===== src/rtl/core/ncrt_pkg.sv =====
// Shared types and constants for the name channel registry table.
// No dependencies; used by every module of the block.
package ncrt_pkg;

  localparam int unsigned ENTRIES    = 64;
  localparam int unsigned NAME_WORDS = 8;
  localparam int unsigned WORD_W     = 64;
  localparam int unsigned CHAN_W     = 64;
  localparam int unsigned MAGIC_W    = 32;
  localparam int unsigned CMD_W      = 16;
  localparam int unsigned LEN_W      = 16;

  localparam int unsigned NAME_BYTES = NAME_WORDS * 8;
  localparam int unsigned NAME_BITS  = NAME_WORDS * WORD_W;
  localparam int unsigned ADDR_W     = (ENTRIES > 1) ? $clog2(ENTRIES) : 1;
  localparam int unsigned CNT_W      = $clog2(ENTRIES + 1);
  localparam int unsigned WIDX_W     = (NAME_WORDS > 1) ? $clog2(NAME_WORDS) : 1;
  localparam int unsigned WCNT_W     = $clog2(NAME_WORDS + 1);

  localparam logic [CMD_W-1:0] CMD_REGISTER = 16'd0;
  localparam logic [CMD_W-1:0] CMD_LOOKUP   = 16'd1;

  typedef enum logic [1:0] {
    ST_OK        = 2'd0,
    ST_NOT_FOUND = 2'd1,
    ST_REJECT    = 2'd2
  } status_t;

  typedef logic [NAME_WORDS-1:0][WORD_W-1:0] key_t;

  typedef struct packed {
    logic [CMD_W-1:0]   cmd;
    logic [MAGIC_W-1:0] magic;
    logic [LEN_W-1:0]   key_len;
    logic [CHAN_W-1:0]  channel;
    logic [WORD_W-1:0]  key_word;
    logic               word_last;
  } in_t;

  typedef struct packed {
    status_t           status;
    logic [CHAN_W-1:0] channel_out;
  } out_t;

  typedef struct packed {
    logic              name_we;
    logic              chan_we;
    logic [ADDR_W-1:0] waddr;
    logic [ADDR_W-1:0] raddr;
  } store_ctl_t;

endpackage


===== src/rtl/core/ncrt_keybuf.sv =====
// Name word collector: buffers incoming name words with zero-byte cutoff
// and produces the length-masked search key. Depends on ncrt_pkg.
module ncrt_keybuf (
  input  logic                      clk,
  input  logic                      rst_n,
  input  logic                      word_we,
  input  logic [ncrt_pkg::WORD_W-1:0] word,
  input  logic                      take,
  input  logic [ncrt_pkg::LEN_W-1:0]  key_len,
  output ncrt_pkg::key_t            key
);

  ncrt_pkg::key_t                    words_r;
  ncrt_pkg::key_t                    key_r;
  ncrt_pkg::key_t                    key_nxt;
  logic [ncrt_pkg::WCNT_W-1:0]       wcnt_r;
  logic                              ended_r;
  logic [ncrt_pkg::WORD_W-1:0]       zword;
  logic                              run_end;

  // Once a zero byte has been seen, every later byte of the name is zero.
  always_comb begin
    zword   = '0;
    run_end = ended_r;
    for (int b = 0; b < 8; b++) begin
      if (word[8*b +: 8] == 8'd0) begin
        run_end = 1'b1;
      end
      if (!run_end) begin
        zword[8*b +: 8] = word[8*b +: 8];
      end
    end
  end

  // Bytes at or beyond the declared length are cleared.
  always_comb begin
    key_nxt = '0;
    for (int w = 0; w < int'(ncrt_pkg::NAME_WORDS); w++) begin
      for (int b = 0; b < 8; b++) begin
        if (ncrt_pkg::LEN_W'(w * 8 + b) < key_len) begin
          key_nxt[w][8*b +: 8] = words_r[w][8*b +: 8];
        end
      end
    end
  end

  always_ff @(posedge clk) begin
    if (!rst_n) begin
      words_r <= '0;
      wcnt_r  <= '0;
      ended_r <= 1'b0;
    end else if (take) begin
      words_r <= '0;
      wcnt_r  <= '0;
      ended_r <= 1'b0;
    end else if (word_we && (wcnt_r < ncrt_pkg::WCNT_W'(ncrt_pkg::NAME_WORDS))) begin
      words_r[wcnt_r[ncrt_pkg::WIDX_W-1:0]] <= zword;
      wcnt_r  <= wcnt_r + 1'b1;
      ended_r <= run_end;
    end
  end

  always_ff @(posedge clk) begin
    if (take) begin
      key_r <= key_nxt;
    end
  end

  assign key = key_r;

endmodule


===== config.mk =====
export PLATFORM = sky130hd
export DESIGN_NAME = ncrt_keybuf
export DESIGN_NICKNAME = d
export VERILOG_FILES = /design/src/rtl/core/ncrt_pkg.sv /design/src/rtl/core/ncrt_keybuf.sv
export SDC_FILE = /design/constraint.sdc
export NUM_CORES = 1
export LEC_CHECK = 0
export ABC_AREA = 1
export CORE_ASPECT_RATIO = 0.75
export CORE_MARGIN = 5
export CORE_UTILIZATION = 45
export DETAILED_ROUTE_END_ITERATION = 16
export DONT_BUFFER_PORTS = 1
export PLACE_DENSITY_LB_ADDON = 0.08
export SYNTH_ARGS = -nofsm -noshare
export SYNTH_HDL_FRONTEND = slang
export SYNTH_SLANG_ARGS = --single-unit

===== constraint.sdc =====
create_clock -name clk -period 2 [get_ports clk]
set_input_delay 0.1 -clock clk [delete_from_list [all_inputs] [get_ports clk]]
set_output_delay 0.1 -clock clk [all_outputs]
set_load 0.03 [all_outputs]

# After elaboration in Yosys (flattened, before gate mapping)
# Cells that the tools add are included.
[totals]
register_bits = 1029
word_cells = 173
input_bits = 84
out_inout_bits = 512
[op_classes]
reduce_logical = 11
magnitude_cmp = 67
bitwise_logic = 1
n_mux = 19
addsub = 1
[ops]
columns = ["operator", "count"]
rows = [
  ["bitwise mux 512 bit", 1],
  ["< comparator 6 x 16 -> 1 bit (first input constant)", 32],
  ["< comparator 5 x 16 -> 1 bit (first input constant)", 16],
  ["demux 64 bit (select 3 bit)", 1],
  ["< comparator 4 x 16 -> 1 bit (first input constant)", 8],
  ["zero test 8 bit", 8],
  ["< comparator 3 x 16 -> 1 bit (first input constant)", 4],
  ["two-way mux 64 bit", 1],
  ["two-way mux 8 bit", 8],
  ["< comparator 1 x 16 -> 1 bit (first input constant)", 2],
  ["< comparator 2 x 16 -> 1 bit (first input constant)", 2],
  ["two-way mux 1 bit", 8],
  ["adder 4 x 1 -> 4 bit (second input constant)", 1],
  ["< comparator 3 x 4 -> 1 bit (second input constant)", 1],
  ["< comparator 4 bit (second input constant)", 1],
  [">= comparator 3 x 1 -> 1 bit (second input constant)", 1],
  ["logical AND 1 bit", 2],
  ["OR reduction 2 bit", 1],
  ["NOT 1 bit", 1],
]

# Depth between registers and ports, before layout
# Gate-level depths: netlist (run 1).
[logic_depth]
word_depth = 11
depth_mapped = 11
depth_no_buf = 10

# Least setup slack after synthesis (run 1)
# No wires, ideal clock.
[synth_timing]
path_type = "in2reg"
startpoint = "input port key_len[9] (netlist bit)"
endpoint = "register key_r, in the netlist key[5] (data pin)"
cell_stages = 11
n_path_buf = 1
slack_ns = 0.483
arrival_ns = 1.253
setup_ns = 0.263
required_time_ns = 1.737
path_cell_list = "nor2_1 > nand2_1 > nor2_2 > inv_1 > nor2_2 > nand2_1 > nor2_4 > inv_2 > nor2_4 > buf_4 > a21boi_0"
[synth_via]
elab_chain_len = 1
[synth_lines]
columns = ["item", "line", "source"]
rows = [
  ["start, declared", "ncrt_keybuf.sv:9", "input logic [ncrt_pkg::LEN_W-1:0] key_len,"],
  ["< comparator 1 x 16 -> 1 bit", "ncrt_keybuf.sv:40", "if (ncrt_pkg::LEN_W'(w * 8 + b) < key_len) begin"],
  ["end signal, assigned", "ncrt_keybuf.sv:65", "key_r <= key_nxt;"],
  ["end, declared", "ncrt_keybuf.sv:14", "ncrt_pkg::key_t key_r;"],
]
# No other way between the ends.
# A chain may end at the register's enable or synchronous reset.

# Final worst setup path (run 1)
[layout_timing]
startpoint = "input port rst_n"
endpoint = "register words_r[430] (netlist bit)"
[layout_via]
elab_chain_len = 2
[layout_lines]
columns = ["item", "line", "source"]
rows = [
  ["start, declared", "ncrt_keybuf.sv:5", "input logic rst_n,"],
  ["NOT 1 bit (no source line)", "--", ""],
  ["OR reduction 2 bit (no source line)", "--", ""],
  ["end signal, assigned by index", "ncrt_keybuf.sv:57", "words_r[wcnt_r[ncrt_pkg::WIDX_W-1:0]] <= zword;"],
  ["end, declared", "ncrt_keybuf.sv:13", "ncrt_pkg::key_t words_r;"],
]
# No other way between the ends.

==> metrics.cfg, run 1 <==
[run]
maxCapViolCount = 0

[power_and_ir_drop]
clkPwrFrac_pct = 43.6
p_per_area_mw_per_mm2 = 1030
p_comb_share_pct = 2.9
p_int_mw = 34.47
swShare_pct = 22.53
finalPower_mw = 44.50
seqPwrFrac_pct = 53.6
ir_worst_vdd_mv = 0.6244
p_sw_mw = 10.03
leakagePower_nw = 16.77

[clock_tree]
cts.sinks = 1029
cts-root-buf = clkbuf_16
clkTransAtPathRegs_ns = 0.06
cts_buffers = 99
clock_path_buffers = 3
postCtsSetupBuffers = 0
htreeDepth = 3
clk_latency_ns = 0.66
ctsHoldBuffers = 72
cts_tree = built

[worst_setup_path]
required_ns = 2.57
critPathLaunchType = input port
rrSetupSlack_ns = 0.16
r2r-end = words_r[430]
arrival_ns = 2.41
worstRegToRegCells = 9
path_class = input port to flop
r2r-start = ended_r
crit_chain = dlygate4sd3_1 -> inv_1 -> nor2_4 -> dlygate4sd3_1 -> buf_12 -> buf_12 -> o21ai_0 -> a21oi_1
critPathMaxFanout = 88
cpMaxStageDelayCell = dlygate4sd3_1
crit_path_end_kind = flop
slowest_delay_ns = 0.63

[grt]
grt_max_degree = 514
antenna_found_initial = 2
grt_pass1_wl_mm = 160.6
grtUsageTotal_pct = 24.24
grt_pass1_vias = 24390
grt_overflow = 0

[synthesis]
synth_warnings = 0
synthesis.area_mm2 = 0.03699
ys_seq_area_share_pct = 69.54
synth-seq-cells = 1029
synth.avg_cell_area_um2 = 10.48
syn_nets = 3614
synthFlopType = dfxtp_1
netlist_instances = 3529
synthArstFlopShare_pct = 0
synth_edf_count = 512
synth_cell_types = 40

[worst_hold_path]
hold-path-endpoint = key[211]
hp-class = input port to flop
holdPathStages = 0
hp-start = take

[timing]
skew_ns = 0.02352
timing.fmax_ghz = 0.5414
maxSlewHeadroom_pct = 16.91
period_share_pct = 92.35
fin_crit_ns = 1.847
finalWorstSetupSlack_ns = 0.1530
finalSetupViolCount = 0
fin_setup_tns_ns = 0
hold_viol_final = 131
tightestPinTransition_ns = 1.246
timing.hold.ws_ns = -0.4202
rsz0062_at_grt = no
drv_slew = 0

[place]
port_buffers = 0
place.gp.congestion = 0.8078
hpwl_mm = 72.63
pre_cts_slack_ns = -0.09124
dpl-instance-area_mm2 = 0.03902
dpl.cell_count = 4532

[detailed_routing]
drc_errors = 0
top_layer = met5
wl_met1_mm = 46.68
routedWlPerCell_um = 23.05
first_pass_iters = 6
first_iter_violations = 2325
drt-vias-per-instance = 5.231
vias = 25066
wl_met3_mm = 9.319
ant_nets = 0
wl_mm = 110.5
wl_met2_mm = 49.82

[final_layout]
final_util_pct = 52.75
final_cell_mix = 543 x inv_1, 523 x o21ai_0, 523 x a21oi_1, 517 x dfxtp_1, 512 x edfxtp_1
final_common_cell = inv_1
fin_area_mm2 = 0.04318
area_growth_syn_to_layout_pct = 16.74
drive_above_1_share_pct = 9.189
finalNetCount = 3721
finalNonFillerCells = 4792

[die]
ios = 596
die_w_um = 341.1
core.rowCount = 91
core_region_area_mm2 = 0.08186
fp.dieH_um = 258.3
initial_utilization_pct = 45.18
die_area_mm2 = 0.08809

[outcome]
violations = negative hold slack
status = finished, violations left

[cells by family after synthesis]
group	Yosys count	share of synthesized area [%]
flops	1029	69.54
buf+inv	731	7.573
simple gates	681	7.648
fa+ha+maj	1	0.03382
compound gates	1087	15.20
[how the worst max path moves through the flow]
stage	start	end	slack (ns)
after detailed placement	key_len[9]	key[372]	-0.09
after global placement	key_len[9]	key[372]	-0.09
after CTS	wcnt_r[3]	words_r[146]	0.09
final	rst_n	words_r[430]	0.15
after global routing	wcnt_r[3]	words_r[145]	0.009
after floorplan	key_len[9]	key[5]	0.48
[state kept, by name, indices dropped and copies added, names as in the netlist]
register  cells
ended_r       1
key         512
words_r     512
wcnt_r        4
[power by group through the flow]
| stage | combinational, mW | sequential, mW | clock [mW] |
|---|---|---|---|
| 2_1_floorplan | 0.636 | 24.1 | 0 |
| 3_3_place_gp | 1.11 | 24.3 | 0 |
| 3_5_place_dp | 1.13 | 24.3 | 0 |
| 4_1_cts | 1.28 | 23.8 | 19.8 |
| 5_1_grt | 1.38 | 23.9 | 20.7 |
| 6_report | 1.27 | 23.8 | 19.4 |
[metal layers]
| metal | GRT usage, % | up-vias |
|---|---|---|
| li1 | - | 11900 |
| met1 | 32.09 | 12051 |
| met2 | 37.47 | 908 |
| met3 | 7.615 | 205 |
| met4 | 9.550 | 2 |
| met5 | 0 | - |
[cell usage after synthesis, drive strengths merged (2+ instances only)]
| library cell | count | area [um2] |
|---|---|---|
| a21oi | 531 | 2688 |
| a21boi | 8 | 60.06 |
| inv | 546 | 2052 |
| nand3 | 9 | 130.1 |
| nand4 | 13 | 147.6 |
| nor3 | 2 | 21.27 |
| dfxtp | 517 | 10350 |
| buf | 36 | 190.2 |
| nor4 | 4 | 25.02 |
| nand2 | 168 | 645.6 |
| edfxtp | 512 | 15370 |
| nor2 | 481 | 1833 |
| o21ai | 545 | 2848 |
| clkbuf | 148 | 555.5 |
[cell type report]
type / count / area, um2
multi-input combinational: 1769 / 8534
antenna: 1 / 2.502
clock inverter: 45 / 526.8
timing repair buffer: 190 / 2098
inverter: 547 / 2056
clock buffer: 142 / 2902
tap: 1069 / 1338
fill: 7111 / 38680
sequential: 1029 / 25720
[worst max-delay path, delay by kind of cell]
kind | cells | cell delay, ns
compound gates | 2 | 0.38
buf+inv | 5 | 1.75
simple gates | 1 | 0.12
[what timing repair did]
action,CTS,global route
resized for setup,0,2
setup endpoints to repair,0,109
endpoints found under the hold margin,1145,146
(Power assumes the default switching activity.)
==> run 2: changes to the inputs <==
--- a/config.mk
+++ b/config.mk
@@ -11,6 +11,7 @@
 export CORE_UTILIZATION = 45
 export DETAILED_ROUTE_END_ITERATION = 16
 export DONT_BUFFER_PORTS = 1
+export GPL_TIMING_DRIVEN = 0
 export PLACE_DENSITY_LB_ADDON = 0.08
 export SYNTH_ARGS = -nofsm -noshare
 export SYNTH_HDL_FRONTEND = slang
==> constraint.sdc (replaced) <==
create_clock -name clk -period 2 [get_ports clk]
set_input_delay 0.2 -clock clk [delete_from_list [all_inputs] [get_ports clk]]
set_output_delay 0.2 -clock clk [all_outputs]
set_load 0.03 [all_outputs]
==> run 2 against run 1 <==
The run ends with negative hold slack, max-slew violations, negative setup slack left; fmax down 14%; worst hold slack gained 0.15 ns; non-clock buffer count up 73; clock power is 5% lower; worst setup slack got worse by 0.30 ns; cell count rose by 1.5%; global-route usage grew 3.4 points; critical path depth fell by 2; die area is the same; largest cell class unchanged; largest power group unchanged.
==> metrics.cfg, run 2 (synthesized netlist as in run 1, its figures left out) <==
[detailed_routing]
vias = 26979
first_pass_iters = 6
routedWlPerCell_um = 26.17
wl_mm = 127.2
first_iter_violations = 2714
ant_nets = 0
drt-vias-per-instance = 5.548
drc_errors = 0

[worst_setup_path]
required_ns = 2.57
critPathMaxFanout = 513
r2r-end = words_r[253]
r2r-start = wcnt_r[3]
arrival_ns = 2.72
rrSetupSlack_ns = 0.03
crit_path_end_kind = flop
critPathLaunchType = input port
crit_start = take
worstRegToRegCells = 10
path_class = input port to flop

[die]
die_area_mm2 = 0.08809
core.rowCount = 91
fp.dieH_um = 258.3
die_w_um = 341.1
core_region_area_mm2 = 0.08186
ios = 596
initial_utilization_pct = 45.18

[final_layout]
multi_input_area_mm2 = 0.008776
fin_area_mm2 = 0.04304
finalNonFillerCells = 4863
final_common_cell = inv_1
ff_latch_area_mm2 = 0.02573
final_cell_mix = 540 x inv_1, 521 x o21ai_0, 516 x dfxtp_1, 512 x edfxtp_1, 486 x a21oi_1
drive_above_1_share_pct = 11.50
finalNetCount = 3794
n_fill_cell = 7118
area_growth_syn_to_layout_pct = 16.36

[timing]
timing.hold.ws_ns = -0.2739
timing.fmax_ghz = 0.4655
skew_ns = 0.02604
finalWorstSetupSlack_ns = -0.1483
maxSlewHeadroom_pct = -89.36
fin_setup_tns_ns = -5.285
finalSetupViolCount = 96
hold_viol_final = 14
fin_crit_ns = 2.148
rsz0062_at_grt = yes
tightestPinTransition_ns = 2.840
period_share_pct = 107.4
drv_slew = 337

[grt]
grt_max_degree = 514
antenna_found_initial = 4
grtUsageTotal_pct = 27.59
grt_overflow = 0
grt_pass1_vias = 25806
grt_pass1_wl_mm = 178.2

[clock_tree]
cts_tree = built
cts-root-buf = clkbuf_16
clkTransAtPathRegs_ns = 0.06
cts.sinks = 1029
clk_latency_ns = 0.65
cts_buffers = 99
clock_path_buffers = 3
htreeDepth = 3

[run]
maxCapViolCount = 0

[place]
dpl-instance-area_mm2 = 0.03833
pre_cts_slack_ns = -1.255
port_buffers = 0
place.gp.congestion = 0.8538
hpwl_mm = 89.28
dpl.cell_count = 4598

[worst_hold_path]
hold-path-endpoint = key[212]
hp-start = take
holdPathStages = 0
hp-class = input port to flop

[outcome]
status = finished, violations left
violations = negative hold slack, max-slew violations, negative setup slack

[power_and_ir_drop]
ir_worst_vdd_mv = 0.5992
leakagePower_nw = 16.75
p_per_area_mw_per_mm2 = 1018

run 2: changes by cell type in the layout (fill, tap and decap cells not counted), moves of 22 or more:
cell      change
a21oi_1      -37
clkbuf_1     +53
buf_4        -68
clkbuf_2     +76
a21oi_2      +36
buf_12       -29
buf_2        +22
nand2_1      -24
run 2: critical path, stage by stage:
cell,delay (ns)
nor2_1,0.53
buf_2,0.32
clkbuf_4,0.45
clkbuf_1,0.48
o21ai_0,0.21
a21oi_1,0.17
run 2: cell type report:
type	count	area share, %
Antenna cell	3	0.01744
Buffer	183	2.349
Clock buffer	142	6.776
Clock inverter	41	0.6976
Inverter	547	4.785
Multi-Input combinational cell	1769	20.39
Sequential cell	1029	59.77
Tap cell	1069	3.107
Timing Repair Buffer	80	2.107
run 2: what timing repair did:
action | CTS | global route
buffers inserted | 14 | 4
hold buffers | 50 | 9
resized for setup | 143 | 170
hold endpoints to repair | 857 | 208
cloned | 1 | 2
setup endpoints to repair | 524 | 490
pin swaps | 14 | 5
run 2: stage by stage:
stage	utilization, %	power [mW]
after floorplan	-	24.71
after global placement	46.82	25.45
after detailed placement	46.82	25.48
after CTS	52.04	43.96
after global routing	52.57	45.07
final	52.58	43.84
run 2: metal layers:
metal	share of wire (%)	track usage, %	vias up	wire length (um)
met5	0	0	-	0
met4	3.9	9.539	0	4911
met3	9.2	6.838	237	11660
met2	46	44.34	1259	58750
met1	41	36.86	13390	51920
li1	-	-	12093	-
run 2: power breakdown:
group          leakage, nW  switching (mW)  internal [mW]  total (mW)
clock network         1.60            7.97           10.5        18.5
registers             9.45            1.20           22.7        23.9
logic                 5.69            1.07          0.387        1.45
run 2: worst max path at each step:
stage	end	slack (ns)	depth (start not counted)
6_report	words_r[326]	-0.15	6
5_1_grt	words_r[320]	-0.07	6
4_1_cts	words_r[375]	-0.03	7
3_5_place_dp	words_r[340]	-1.25	6
3_3_place_gp	words_r[318]	-1.17	6
2_1_floorplan	key[5]	0.38	11
